`src/hdl/bsws_pkg.sv`:
```
`timescale 1ns / 1ps

package bsws_pkg;

	// field widths of the stream payloads
	localparam int unsigned OP_W     = 2;
	localparam int unsigned VALUE_W  = 32;
	localparam int unsigned STATUS_W = 2;
	localparam int unsigned COUNT_W  = 5;
	localparam int unsigned LIMIT_W  = 5;
	localparam int unsigned M_DATA_W = 40;

	// operation codes carried on the input tuser
	localparam logic [OP_W-1:0] OP_PUSH = 2'd0;
	localparam logic [OP_W-1:0] OP_POP  = 2'd1;
	localparam logic [OP_W-1:0] OP_FIND = 2'd2;

	// status codes carried on the output tuser
	localparam logic [STATUS_W-1:0] STATUS_OK    = 2'd0;
	localparam logic [STATUS_W-1:0] STATUS_FULL  = 2'd1;
	localparam logic [STATUS_W-1:0] STATUS_EMPTY = 2'd2;

	// capacity limit after reset
	localparam logic [LIMIT_W-1:0] LIMIT_RESET = 5'd16;

	typedef logic [OP_W-1:0]     op_t;
	typedef logic [STATUS_W-1:0] status_t;

endpackage

```
`src/hdl/bsws_ram.sv`:
```
`timescale 1ns / 1ps

module bsws_ram #(
	parameter int unsigned WIDTH = 32,
	parameter int unsigned DEPTH = 16
) (
	input  logic                                   clk,
	input  logic                                   wr_en,
	input  logic [(DEPTH > 1 ? $clog2(DEPTH) : 1)-1:0] wr_addr,
	input  logic [WIDTH-1:0]                       wr_data,
	input  logic                                   rd_en,
	input  logic [(DEPTH > 1 ? $clog2(DEPTH) : 1)-1:0] rd_addr,
	output logic [WIDTH-1:0]                       rd_data
);

	logic [WIDTH-1:0] mem [DEPTH];

	// one write port, one registered read port
	always_ff @(posedge clk) begin
		if (wr_en) begin
			mem[wr_addr] <= wr_data;
		end
		if (rd_en) begin
			rd_data <= mem[rd_addr];
		end
	end

endmodule

```
`src/hdl/bounded_stack_with_search.sv`:
```
`timescale 1ns / 1ps

// Bounded LIFO stack of data words with a membership search.
// Input channel (s_*): s_tuser carries the operation (push, pop, find),
// s_tdata the value to push or to look for. One transfer is one operation.
// Output channel (m_*): one result per operation; m_tuser carries the status
// (ok, push refused because full, pop on empty), m_tdata the popped value,
// the found flag and the element count after the operation.
// cfg_wr_en/cfg_wr_data write the capacity limit; a limit above DEPTH acts
// as DEPTH. Write it only while no operation is in flight.
// The block works on one operation at a time. Push, the unused code and pop or
// find on an empty stack go from idle straight to the result state; pop reads
// the top entry first, and find reads the stack RAM from the bottom upward, one
// entry per cycle, until a hit or the top entry. m_tvalid rises when the result
// enters the output register. s_tready is high while the block is idle and
// returns in the same cycle as that result enters the output register; the next
// operation may be taken while the previous result still waits there. If the
// receiver stalls, a finished result waits in its own register and s_tready
// stays low until the output register frees up.
// Reset empties the stack and sets the limit to 16; RAM contents are not cleared.

module bounded_stack_with_search #(
	parameter int unsigned DEPTH      = 16,
	parameter int unsigned DATA_WIDTH = 32
) (
	input  logic        clk,
	input  logic        arst_n,
	input  logic        cfg_wr_en,
	input  logic [4:0]  cfg_wr_data,  // capacity_limit
	input  logic        s_tvalid,
	output logic        s_tready,
	input  logic [31:0] s_tdata,      // value
	input  logic [1:0]  s_tuser,      // op
	output logic        m_tvalid,
	input  logic        m_tready,
	output logic [39:0] m_tdata,      // popped_value, found, element_count, zero pad
	output logic [1:0]  m_tuser       // status
);

	localparam int unsigned AW = (DEPTH > 1) ? $clog2(DEPTH) : 1;
	localparam int unsigned CW = $clog2(DEPTH + 1);
	localparam int unsigned LW = (CW > bsws_pkg::LIMIT_W) ? CW : bsws_pkg::LIMIT_W;

	localparam logic [1:0] ST_IDLE = 2'd0;
	localparam logic [1:0] ST_POP  = 2'd1;
	localparam logic [1:0] ST_SCAN = 2'd2;
	localparam logic [1:0] ST_FIN  = 2'd3;

	logic [1:0]                      state_q;
	logic [bsws_pkg::LIMIT_W-1:0]    limit_q;
	logic [CW-1:0]                   count_q;
	logic [CW-1:0]                   cnt_m1;
	logic [AW-1:0]                   idx_q;
	bsws_pkg::op_t                   op_q;
	logic [DATA_WIDTH-1:0]           value_q;
	bsws_pkg::status_t               res_status_q;
	logic [DATA_WIDTH-1:0]           res_popped_q;
	logic                            res_found_q;
	logic                            m_tvalid_q;
	bsws_pkg::status_t               out_status_q;
	logic [bsws_pkg::VALUE_W-1:0]    out_popped_q;
	logic                            out_found_q;
	logic [bsws_pkg::COUNT_W-1:0]    out_count_q;

	logic                  s_xfer;
	logic                  full;
	logic                  out_free;
	logic                  wr_en;
	logic                  rd_en;
	logic [AW-1:0]         rd_addr;
	logic [DATA_WIDTH-1:0] rd_data;
	logic                  hit;
	logic                  last;
	bsws_pkg::op_t         op_in;

	assign op_in    = s_tuser;
	assign s_tready = (state_q == ST_IDLE);
	assign s_xfer   = s_tvalid && s_tready;
	assign out_free = !m_tvalid_q || m_tready;
	assign cnt_m1   = count_q - CW'(1);

	// full against the limit and against the built-in depth
	assign full = (LW'(count_q) >= LW'(limit_q)) || (count_q >= CW'(DEPTH));

	// push writes the new top at the transfer
	assign wr_en = s_xfer && (op_in == bsws_pkg::OP_PUSH) && !full;

	// read address: top for pop, bottom then upward for find
	always_comb begin
		rd_en   = 1'b0;
		rd_addr = idx_q + AW'(1);
		if (state_q == ST_IDLE) begin
			rd_en = s_xfer && (count_q != '0) &&
				(op_in inside {bsws_pkg::OP_POP, bsws_pkg::OP_FIND});
			rd_addr = (op_in == bsws_pkg::OP_POP) ? cnt_m1[AW-1:0] : '0;
		end else if (state_q == ST_SCAN) begin
			rd_en = 1'b1;
		end
	end

	bsws_ram #(
		.WIDTH(DATA_WIDTH),
		.DEPTH(DEPTH)
	) u_ram (
		.clk    (clk),
		.wr_en  (wr_en),
		.wr_addr(count_q[AW-1:0]),
		.wr_data(DATA_WIDTH'(s_tdata)),
		.rd_en  (rd_en),
		.rd_addr(rd_addr),
		.rd_data(rd_data)
	);

	assign hit  = (rd_data == value_q);
	assign last = (idx_q == cnt_m1[AW-1:0]);

	// capacity limit register
	always_ff @(posedge clk or negedge arst_n) begin
		if (!arst_n) begin
			limit_q <= bsws_pkg::LIMIT_RESET;
		end else if (cfg_wr_en) begin
			limit_q <= cfg_wr_data;
		end
	end

	// operation sequencer
	always_ff @(posedge clk or negedge arst_n) begin
		if (!arst_n) begin
			state_q <= ST_IDLE;
			count_q <= '0;
			idx_q   <= '0;
		end else begin
			case (state_q)
				ST_IDLE: begin
					if (s_xfer) begin
						idx_q <= '0;
						case (op_in)
							bsws_pkg::OP_PUSH: begin
								if (!full) begin
									count_q <= count_q + CW'(1);
								end
								state_q <= ST_FIN;
							end
							bsws_pkg::OP_POP: begin
								if (count_q != '0) begin
									count_q <= cnt_m1;
									state_q <= ST_POP;
								end else begin
									state_q <= ST_FIN;
								end
							end
							bsws_pkg::OP_FIND: begin
								state_q <= (count_q != '0) ? ST_SCAN : ST_FIN;
							end
							default: begin
								state_q <= ST_FIN;
							end
						endcase
					end
				end
				ST_POP: begin
					state_q <= ST_FIN;
				end
				ST_SCAN: begin
					if (hit || last) begin
						state_q <= ST_FIN;
					end else begin
						idx_q <= idx_q + AW'(1);
					end
				end
				ST_FIN: begin
					if (out_free) begin
						state_q <= ST_IDLE;
					end
				end
				default: begin
					state_q <= ST_IDLE;
				end
			endcase
		end
	end

	// operation and result payload
	always_ff @(posedge clk) begin
		if (s_xfer) begin
			op_q         <= op_in;
			value_q      <= DATA_WIDTH'(s_tdata);
			res_popped_q <= '0;
			res_found_q  <= 1'b0;
			res_status_q <= bsws_pkg::STATUS_OK;
			if ((op_in == bsws_pkg::OP_PUSH) && full) begin
				res_status_q <= bsws_pkg::STATUS_FULL;
			end
			if ((op_in == bsws_pkg::OP_POP) && (count_q == '0)) begin
				res_status_q <= bsws_pkg::STATUS_EMPTY;
			end
		end
		if (state_q == ST_POP) begin
			res_popped_q <= rd_data;
		end
		if ((state_q == ST_SCAN) && hit) begin
			res_found_q <= 1'b1;
		end
	end

	// output register valid
	always_ff @(posedge clk or negedge arst_n) begin
		if (!arst_n) begin
			m_tvalid_q <= 1'b0;
		end else if ((state_q == ST_FIN) && out_free) begin
			m_tvalid_q <= 1'b1;
		end else if (m_tready) begin
			m_tvalid_q <= 1'b0;
		end
	end

	// output register payload
	always_ff @(posedge clk) begin
		if ((state_q == ST_FIN) && out_free) begin
			out_status_q <= res_status_q;
			out_popped_q <= bsws_pkg::VALUE_W'(res_popped_q);
			out_found_q  <= res_found_q;
			out_count_q  <= bsws_pkg::COUNT_W'(count_q);
		end
	end

	assign m_tvalid = m_tvalid_q;
	assign m_tuser  = out_status_q;
	assign m_tdata  = {2'b00, out_count_q, out_found_q, out_popped_q};

	// count never passes the built-in depth
	a_count_bound: assert property (@(posedge clk) disable iff (!arst_n)
		count_q <= CW'(DEPTH))
		else $error("element count above depth");

	// count moves only at an input transfer
	a_count_hold: assert property (@(posedge clk) disable iff (!arst_n)
		!s_xfer |=> (count_q == $past(count_q)))
		else $error("element count changed without a transfer");

	// scan stays inside the live entries
	a_scan_range: assert property (@(posedge clk) disable iff (!arst_n)
		(state_q == ST_SCAN) |-> (CW'(idx_q) < count_q))
		else $error("search index beyond element count");

	// found is only raised by a find
	a_found_op: assert property (@(posedge clk) disable iff (!arst_n)
		((state_q == ST_FIN) && res_found_q) |-> (op_q == bsws_pkg::OP_FIND))
		else $error("found flag on a non-find operation");

endmodule

```
`config.mk`:
```
export PLATFORM = sky130hd
export DESIGN_NAME = bounded_stack_with_search
export DESIGN_NICKNAME = d
export VERILOG_FILES = /design/src/hdl/bsws_pkg.sv /design/src/hdl/bsws_ram.sv /design/src/hdl/bounded_stack_with_search.sv
export SDC_FILE = /design/constraint.sdc
export NUM_CORES = 1
export LEC_CHECK = 0
export ABC_AREA = 1
export BUFFER_PORTS_ARGS = -buffer_cell sky130_fd_sc_hd__buf_4
export CAP_MARGIN = 15
export CORE_UTILIZATION = 55
export DETAILED_ROUTE_END_ITERATION = 8
export PLACE_DENSITY = 0.72
export SKIP_CTS_REPAIR_TIMING = 1
export SYNTH_ARGS = -nofsm -noshare
export SYNTH_HDL_FRONTEND = slang
export SYNTH_HIERARCHICAL = 1
export SYNTH_SLANG_ARGS = --single-unit
```
`constraint.sdc`:
```
create_clock -name clk -period 5.7 [get_ports clk]
set_input_delay 0.285 -clock clk [delete_from_list [all_inputs] [get_ports clk]]
set_output_delay 0.285 -clock clk [all_outputs]
set_load 0.05 [all_outputs]
```
==> results.yml, run 1 <==
sta:
  finalCriticalPeriod_ns: 3.87
  hold_viol_final: 7
  fin_crit_sh: 0.679
  worstMarginPinSlew_ns: 1.18
  tns_ns: 0
  setup_viol: 0
  timing.hold.ws_ns: -0.00434
  finalWorstSetupSlack_ns: 1.83
  worst_clock_skew_ns: 0.0239
  rsz0062_at_grt: "false"
  relSlewSlack: 0.210
  drv_slew: 0
  timing.fmax_mhz: 258
cts:
  cts-root-buf: "clkbuf_16"
  htree_levels: 3
  clock_sinks: 668
  cts_buffers: 68
  clk_pin_slew_worst_paths_ns: 0.06
  clock_path_buffers: 3
  insertion_delay_ns: 0.60
  cts_tree: "done"
floorplan:
  num_rows: 82
  die_h_um: 229
  num_io_pins: 88
  fp.dieArea_mm2: 0.0526
  start_util: 0.562
  core_area_mm2: 0.0506
  fp.dieW_um: 229
synth:
  synth_cells: 2585
  syn_avg_cell_area_um2: 11.0
  synth_top_cell_area_share: 0.687
  synth_cell_types: 34
  synth_top_area_cell: "edfxtp_1"
  synth_ff_type: "edfxtp_1"
  synthArstFlopShare: 0.0254
  syn_area_mm2: 0.0284
  ys_seq_area_frac: 0.703
  yosys_warnings: 6
  synthTopCellsByArea: "edfxtp_1 69%, nand2_1 11%, nand3_1 7.0%, inv_1 6.1%, dfrtp_1 1.4%"
  synth_seq_cells: 668
  synth_edf_count: 650
power:
  p_comb_frac: 0.333
  power.switching_mw: 5.92
  p_int_mw: 10.2
  power_density_mw_per_mm2: 503
  clkPwrFrac: 0.272
  p_leak_nw: 13.5
  sequentialPowerShare: 0.395
  switching_share: 0.367
  p_total_mw: 16.1
  ir_drop_mv: 0.598
setup_path:
  worstPathArrival_ns: 4.34
  path_cells: "inv_1, ha_1, inv_1, o21ai_4, buf_4, buf_4, nand3_1, nand3_1, nand3_1, nand2_1"
  path_delay_family: "buffers and inverters"
  end_kind: "flop"
  criticalPathCategory: "reg -> reg"
  worstSetupStartpointType: "flop"
  critical_path_required_ns: 6.17
  crit_slowest_cell: "buf_4"
  cpMostUsedCell: "nand3_1"
  cp_slowest_stage_delay_ns: 0.91
  crit_buf_inv: 4
  crit_fanout: 79
placed_design:
  gp_congestion: 0.844
  dp_hpwl_um: 35700
  placed_area_mm2: 0.0295
  dp_cells: 3248
  port_buffers: 85
  dpl_worst_slack_ns: 1.90
global_routing:
  antenna_found_initial: 0
  grt_pass1_wl_um: 98300
  grt_pass1_vias: 17600
  grtUsageTotal: 0.245
  grt_overflow: 0
  grt_max_degree: 182
routing:
  drt_wl_total_um: 64100
  ant_nets: 0
  wl_per_cell_um: 18.9
  via_count: 18200
  drtIter0Drc: 1792
  avgViaCountPerCell: 5.38
  firstDrtPassIters: 6
  drc: 0
worst_hold_path:
  worst_hold_path_type: "in -> reg"
finish:
  drive_above_1_share: 0.0902
  final_cell_count_no_fill: 3387
  fillCellCount: 3773
  finalInstanceArea_mm2: 0.0320
  antenna_cells: 0
  nets: 2726
  syn2layout_area_growth_pct: 12.7
status:
  violations: "negative hold slack"
  outcome: "finished with violations"
flow_run:
  maxCapViolations: 0
worst paths after layout:
check	startpoint	slack, ns	cells past startpoint	endpoint
min in group asynchronous	arst_n	0.10	2	limit_q[2]
max	state_q[1]	1.83	10	u_ram/rd_data[20]
min reg2reg	res_popped_q[19]	0.42	0	out_popped_q[19]
min	s_tdata[23]	-0.004	1	u_ram/mem[11][23]
max in group asynchronous	arst_n	5.34	2	limit_q[4]
max reg2reg	state_q[1]	1.83	10	u_ram/rd_data[20]
stage by stage:
step	util	hold slack [ns]
floorplan	-	-0.0106
global placement	0.584	0.170
detailed placement	0.584	0.171
CTS	0.627	-0.462
global route	0.633	0.000673
finish	0.633	-0.00434
layout by cell type, fill, tap and decap left out, types with 16 or more instances in the layout:
master,netlist,routed
edfxtp_1,650,650
xnor2_1,25,25
ha_1,16,16
nor2_1,34,18
buf_4,10,104
dfrtp_1,16,16
inv_1,465,463
clkinv_1,0,16
nor2_4,1,17
nand3_1,398,398
nand2_1,807,807
clkbuf_16,0,71
power by group through the flow:
| stage | clock network, mW | registers (mW) | logic [mW] |
|---|---|---|---|
| 4_1_cts | 4.44 | 6.36 | 5.29 |
| 5_1_grt | 4.63 | 6.40 | 5.88 |
| 3_5_place_dp | 0 | 6.46 | 5.26 |
| 3_3_place_gp | 0 | 6.45 | 5.14 |
| 2_1_floorplan | 0 | 6.62 | 3.84 |
| 6_report | 4.38 | 6.37 | 5.37 |
flip-flops by register name, indices dropped and copies added (netlist names):
name / count
u_ram/mem: 512
out_popped_q: 32
res_popped_q: 32
u_ram/rd_data: 32
value_q: 32
count_q: 5
limit_q: 5
out_count_q: 5
idx_q: 4
m_tuser: 2
res_status_q: 2
state_q: 2
m_tvalid: 1
out_found_q: 1
res_found_q: 1
synthesized netlist by cell type, drive strengths merged (2+ instances only):
master  number
nor3         3
edfxtp     650
nand3b       3
xnor2       25
nand2      809
ha          16
o21ai       16
or2          3
nand3      400
xor2         9
dfrtp       16
clkbuf      21
a21oi        5
o22ai        2
nor2        35
nand4        3
buf         95
inv        468
metal layers:
| metal | track usage | vias up | share of wire |
|---|---|---|---|
| met5 | 0 | - | 0 |
| met4 | 0.0888 | 0 | 0.024 |
| met3 | 0.0396 | 108 | 0.086 |
| met2 | 0.395 | 856 | 0.47 |
| met1 | 0.340 | 8738 | 0.42 |
| li1 | - | 8518 | - |
final cells by class:
cell class / count / area [um^2] / area share
Multi-Input combinational cell: 1334 / 6130 / 0.191
Sequential cell: 668 / 20000 / 0.624
Timing Repair Buffer: 126 / 1110 / 0.0346
Tap cell: 672 / 841 / 0.0263
Clock inverter: 34 / 335 / 0.0105
Clock buffer: 85 / 1870 / 0.0584
Inverter: 468 / 1770 / 0.0552
kinds of logic after synthesis:
kind of cell | count (synthesis) | share of synthesized area
other cells | 1 | 0.000132
flops | 668 | 0.703
xor+xnor | 34 | 0.0105
buf+inv | 584 | 0.0886
compound gates | 25 | 0.00502
fa+ha+maj | 16 | 0.00704
mux | 1 | 0.000396
simple gates | 1256 | 0.186
Note: power is estimated with default switching activity, not from simulation.
==> inputs of run 2 (changes only) <==
- PLACE_DENSITY: 0.72 -> 0.75
- clock period: 5.7 -> 3.1 ns (I/O delays scaled with it)
==> results.yml, run 2 (same netlist as run 1, synthesis figures left out) <==
global_routing:
  grtUsageTotal: 0.250
  grt_max_degree: 87
  grt_overflow: 0
  grt_pass1_wl_um: 99600
  antenna_found_initial: 0
  grt_pass1_vias: 17800
cts:
  cts_tree: "done"
  htree_levels: 3
  cts-root-buf: "clkbuf_16"
  clk_pin_slew_worst_paths_ns: 0.06
  insertion_delay_ns: 0.61
  clock_sinks: 668
  cts_buffers: 68
  clock_path_buffers: 3
finish:
  drive_above_1_share: 0.101
  layout_common_cells: "807 x nand2_1, 650 x edfxtp_1, 463 x inv_1"
  largest_reg_flops: 512
  finalInstanceArea_mm2: 0.0327
  fillCellCount: 3629
  top_register: "u_ram/mem"
  nets: 2802
  antenna_cells: 0
  syn2layout_area_growth_pct: 15.2
  final_common_cell: "nand2_1"
routing:
  firstDrtPassIters: 6
  ant_nets: 0
  drt_wl_total_um: 65400
  avgViaCountPerCell: 5.36
  wl_per_cell_um: 18.9
  drc: 0
  via_count: 18600
  drtIter0Drc: 2097
sta:
  rsz0062_at_grt: "false"
  relSlewSlack: 0.428
  drv_slew: 0
  timing.fmax_mhz: 341
  setup_viol: 0
  fin_crit_sh: 0.947
  finalCriticalPeriod_ns: 2.93
  timing.hold.ws_ns: 0.0476
  hold_viol_final: 0
  worstMarginPinSlew_ns: 0.855
  worst_clock_skew_ns: 0.0182
setup_path:
  worstSetupStartpointType: "flop"
  worst_r2r_path_depth: 10
  r2r_setup_slack_ns: 0.17
  crit_fanout: 20
  worstPathArrival_ns: 3.22
  end_kind: "flop"
  criticalPathCategory: "reg -> reg"
  critPathLaunch: "limit_q[4]"
  critical_path_required_ns: 3.39
  crit_path_end: "u_ram/mem[1][11]"
  r2r-start: "limit_q[4]"
  r2r-end: "u_ram/mem[1][11]"
power:
  p_total_mw: 29.6
  power_density_mw_per_mm2: 904
  p_leak_nw: 13.9
  ir_drop_mv: 0.590
placed_design:
  placed_area_mm2: 0.0302
  gp_congestion: 0.879
  port_buffers: 85
  dp_hpwl_um: 38900
floorplan:
  fp.dieArea_mm2: 0.0526
  start_util: 0.562
  die_h_um: 229
  num_io_pins: 88
  core_area_mm2: 0.0506
  fp.dieW_um: 229
  num_rows: 82
flow_run:
  maxCapViolations: 0
status:
  outcome: "finished, final reports clean"
worst_hold_path:
  worst_hold_path_type: "in -> async"
-- run 2: cell types whose count changed in the layout (fill, tap and decap cells not counted), sizes merged --
cell	change
bufinv	-5
clkbuf	-1
buf	+39
dlygate4sd3	+37
clkinvlp	-1
inv	+2
clkinv	+5
-- run 2: through the flow --
step                 util  setup WS, ns  TNS, ns  instances
CTS                 0.637        0.0828        0       3413
floorplan               -        -0.497   -65.22       2586
detailed placement  0.597        0.0939        0       3294
global route        0.647        0.0335        0       3463
finish              0.647         0.166        0       3463
global placement    0.597         0.119        0       3294
-- run 2: area by class of cell --
cell class	instances	area, um^2	share of cell area
Sequential cell	668	20000	0.610
Multi-Input combinational cell	1334	6130	0.187
Timing Repair Buffer	202	1990	0.0608
Clock buffer	84	1830	0.0558
Inverter	468	1760	0.0539
Tap cell	672	841	0.0257
Clock inverter	35	215	0.00657
-- run 2: power breakdown --
part / leakage, nW / switching (mW) / total [mW] / internal, mW
Combinational: 6.73 / 7.18 / 10.3 / 3.13
Clock: 1.00 / 3.28 / 7.54 / 4.27
Sequential: 6.13 / 0.555 / 11.7 / 11.2
Total: 13.9 / 11.0 / 29.6 / 18.6
-- run 2: critical path: stages, from the launching register on --
cell	delay, ns
dfstp_2	0.52
inv_1	0.05
ha_1	0.34
a211o_1	0.30
nor3_2	0.20
inv_1	0.07
nor3_1	0.23
buf_4	0.21
nand2_1	0.24
nor2_4	0.21
buf_12	0.23
-- run 2: worst min path at each step --
stage / start / endpoint / cells after the start / slack, ns
final: arst_n / limit_q[4] / 2 / 0.05
after global routing: arst_n / limit_q[4] / 2 / 0.05
after CTS: arst_n / idx_q[3] / 1 / -0.60
after detailed placement: arst_n / count_q[4] / 1 / 0.04
after global placement: arst_n / limit_q[0] / 1 / 0.04
after floorplan: arst_n / count_q[0] / 0 / -0.14
-- run 2: per-layer routing --
metal | part of all wire | routed length (um) | global-route usage
met4 | 0.039 | 2530 | 0.108
met3 | 0.098 | 6400 | 0.0595
met2 | 0.47 | 30700 | 0.400
met1 | 0.39 | 25800 | 0.327
met5 | 0 | 0 | 0
==> inputs of run 3 (changes only) <==
- HOLD_SLACK_MARGIN: default -> 0.03
- SYNTH_HIERARCHICAL: 1 -> default
==> results.yml, run 3 <==
status:
  outcome: "finished, final reports clean"
sta:
  worstMarginPinSlew_ns: 0.971
  hold_viol_final: 0
  finalWorstSetupSlack_ns: 0.258
  finalCriticalPeriod_ns: 2.84
  drv_slew: 0
  relSlewSlack: 0.350
  timing.fmax_mhz: 352
  setup_viol: 0
  rsz0062_at_grt: "false"
  worst_clock_skew_ns: 0.0246
  timing.hold.ws_ns: 0.217
  fin_crit_sh: 0.917
synth:
  synth_top_cell_area_share: 0.718
  synth_top_area_cell: "edfxtp_1"
  synthAdderAreaFrac: 0.00828
  synth_compound_area_frac: 0.0875
  synthTopCellsByArea: "edfxtp_1 72%, inv_1 4.5%, nand2_1 4.0%, nand3_1 3.8%, o211ai_1 3.6%"
  yosys-top-cells-count: "650 x edfxtp_1, 327 x inv_1, 293 x nand2_1"
  synth_edf_count: 650
  synthArstFlopShare: 0.0254
  synthMuxAreaShare: 0.000414
  yosys.area_share.simple: 0.0858
  yosys_warnings: 0
  syn_avg_cell_area_um2: 12.8
  synth_cell_types: 34
  yosysMostFrequentCell: "edfxtp_1"
  synth_ff_type: "edfxtp_1"
  ys_seq_area_frac: 0.734
  synth_top_family_by_area: "compound AO/OA/AOI/OAI gates"
  syn_area_mm2: 0.0272
  synth_cells: 2119
  synth_xor_area_frac: 0.0119
  synth_seq_cells: 668
placed_design:
  dp_hpwl_um: 38600
  gp_congestion: 0.883
  dpl_worst_slack_ns: 0.316
  port_buffers: 85
  placed_area_mm2: 0.0292
setup_path:
  worstSetupStartpointType: "flop"
  critPathLaunch: "limit_q[4]"
  worst_r2r_path_depth: 12
  crit_path_end: "u_ram.mem[15][13]"
  worstPathArrival_ns: 3.12
  r2r-end: "u_ram.mem[15][13]"
  criticalPathCategory: "reg -> reg"
  critical_path_required_ns: 3.38
  r2r_setup_slack_ns: 0.26
  end_kind: "flop"
  crit_fanout: 16
  r2r-start: "limit_q[4]"
floorplan:
  die_h_um: 224
  num_rows: 81
  num_io_pins: 88
  fp.dieW_um: 224
  start_util: 0.557
  fp.dieArea_mm2: 0.0503
  core_area_mm2: 0.0488
routing:
  via_count: 16900
  drt_wl_total_um: 64500
  avgViaCountPerCell: 5.63
  drc: 0
  firstDrtPassIters: 5
  ant_nets: 0
  wl_per_cell_um: 21.5
  drtIter0Drc: 1910
global_routing:
  grt_pass1_wl_um: 96400
  grt_overflow: 0
  antenna_found_initial: 0
  grt_max_degree: 105
  grt_pass1_vias: 16300
  grtUsageTotal: 0.259
finish:
  finalInstanceArea_mm2: 0.0317
  largest_reg_flops: 512
  layout_common_cells: "650 x edfxtp_1, 326 x inv_1, 291 x nand2_1"
  utilization: 0.650
  syn2layout_area_growth_pct: 16.7
  final_common_cell: "edfxtp_1"
  nets: 2351
  fillCellCount: 3441
  antenna_cells: 0
  top_register: "u_ram.mem"
  drive_above_1_share: 0.121
cts:
  clock_sinks: 668
  clock_path_buffers: 3
  cts_tree: "done"
  clk_pin_slew_worst_paths_ns: 0.06
  insertion_delay_ns: 0.60
  cts_buffers: 68
  cts-root-buf: "clkbuf_16"
  htree_levels: 3
flow_run:
  maxCapViolations: 0
power:
  p_leak_nw: 12.0
  power_density_mw_per_mm2: 958
  ir_drop_mv: 0.746
worst_hold_path:
  worst_hold_path_type: "in -> reg"
  timing.hold.worst_path_depth: 8
-- run 3: layer usage --
metal	global-route usage	routed length, um	vias up	part of all wire
li1	-	-	7784	-
met2	0.415	31000	806	0.48
met4	0.127	2850	0	0.044
met1	0.346	25100	8140	0.39
met3	0.0451	5550	158	0.086
met5	0	0	-	0
-- run 3: worst min path at each step --
| stage | start | endpoint | slack (ns) |
|---|---|---|---|
| 4_1_cts | arst_n | limit_q[0] | -0.59 |
| 6_report | s_tuser[1] | state_q[0] | 0.22 |
| 3_3_place_gp | arst_n | limit_q[0] | 0.04 |
| 3_5_place_dp | arst_n | limit_q[2] | 0.04 |
| 5_1_grt | s_tuser[1] | res_status_q[0] | 0.24 |
| 2_1_floorplan | arst_n | count_q[0] | -0.14 |
-- run 3: area by class of cell --
type | count | area [um^2] | share of cell area
Clock buffer | 88 | 1850 | 0.0583
Clock inverter | 28 | 234 | 0.00737
Inverter | 330 | 1240 | 0.0391
Multi-Input combinational cell | 1007 | 5440 | 0.171
Sequential cell | 668 | 20000 | 0.629
Tap cell | 664 | 831 | 0.0262
Timing Repair Buffer | 214 | 2180 | 0.0688
-- run 3: through the flow --
step	total power, mW	setup TNS [ns]	std cells
final	30.4	0	2999
after global routing	31.9	0	2999
after CTS	30.4	0	2948
after detailed placement	22.7	0	2832
after global placement	22.3	0	2832
after floorplan	19.4	-65.89	2120
-- run 3: cells by family after synthesis --
group / after synthesis
xor+xnor: 37
mux: 1
simple gates: 545
other cells: 1
flops: 668
buf+inv: 445
compound gates: 404
fa+ha+maj: 18
-- run 3: where the power goes --
part	internal (mW)	switching, mW
Clock	4.52	3.21
Combinational	3.42	7.66
Sequential	11.2	0.425
Total	19.1	11.3
-- run 3: critical path: stages, from the launching register on --
cell	delay, ns
dfstp_2	0.51
inv_1	0.04
ha_1	0.30
nand2_1	0.11
nor2_1	0.06
o21ai_0	0.07
o211ai_1	0.19
nor3_1	0.28
buf_4	0.21
nand2_1	0.07
buf_4	0.19
nor2_4	0.25
buf_12	0.22
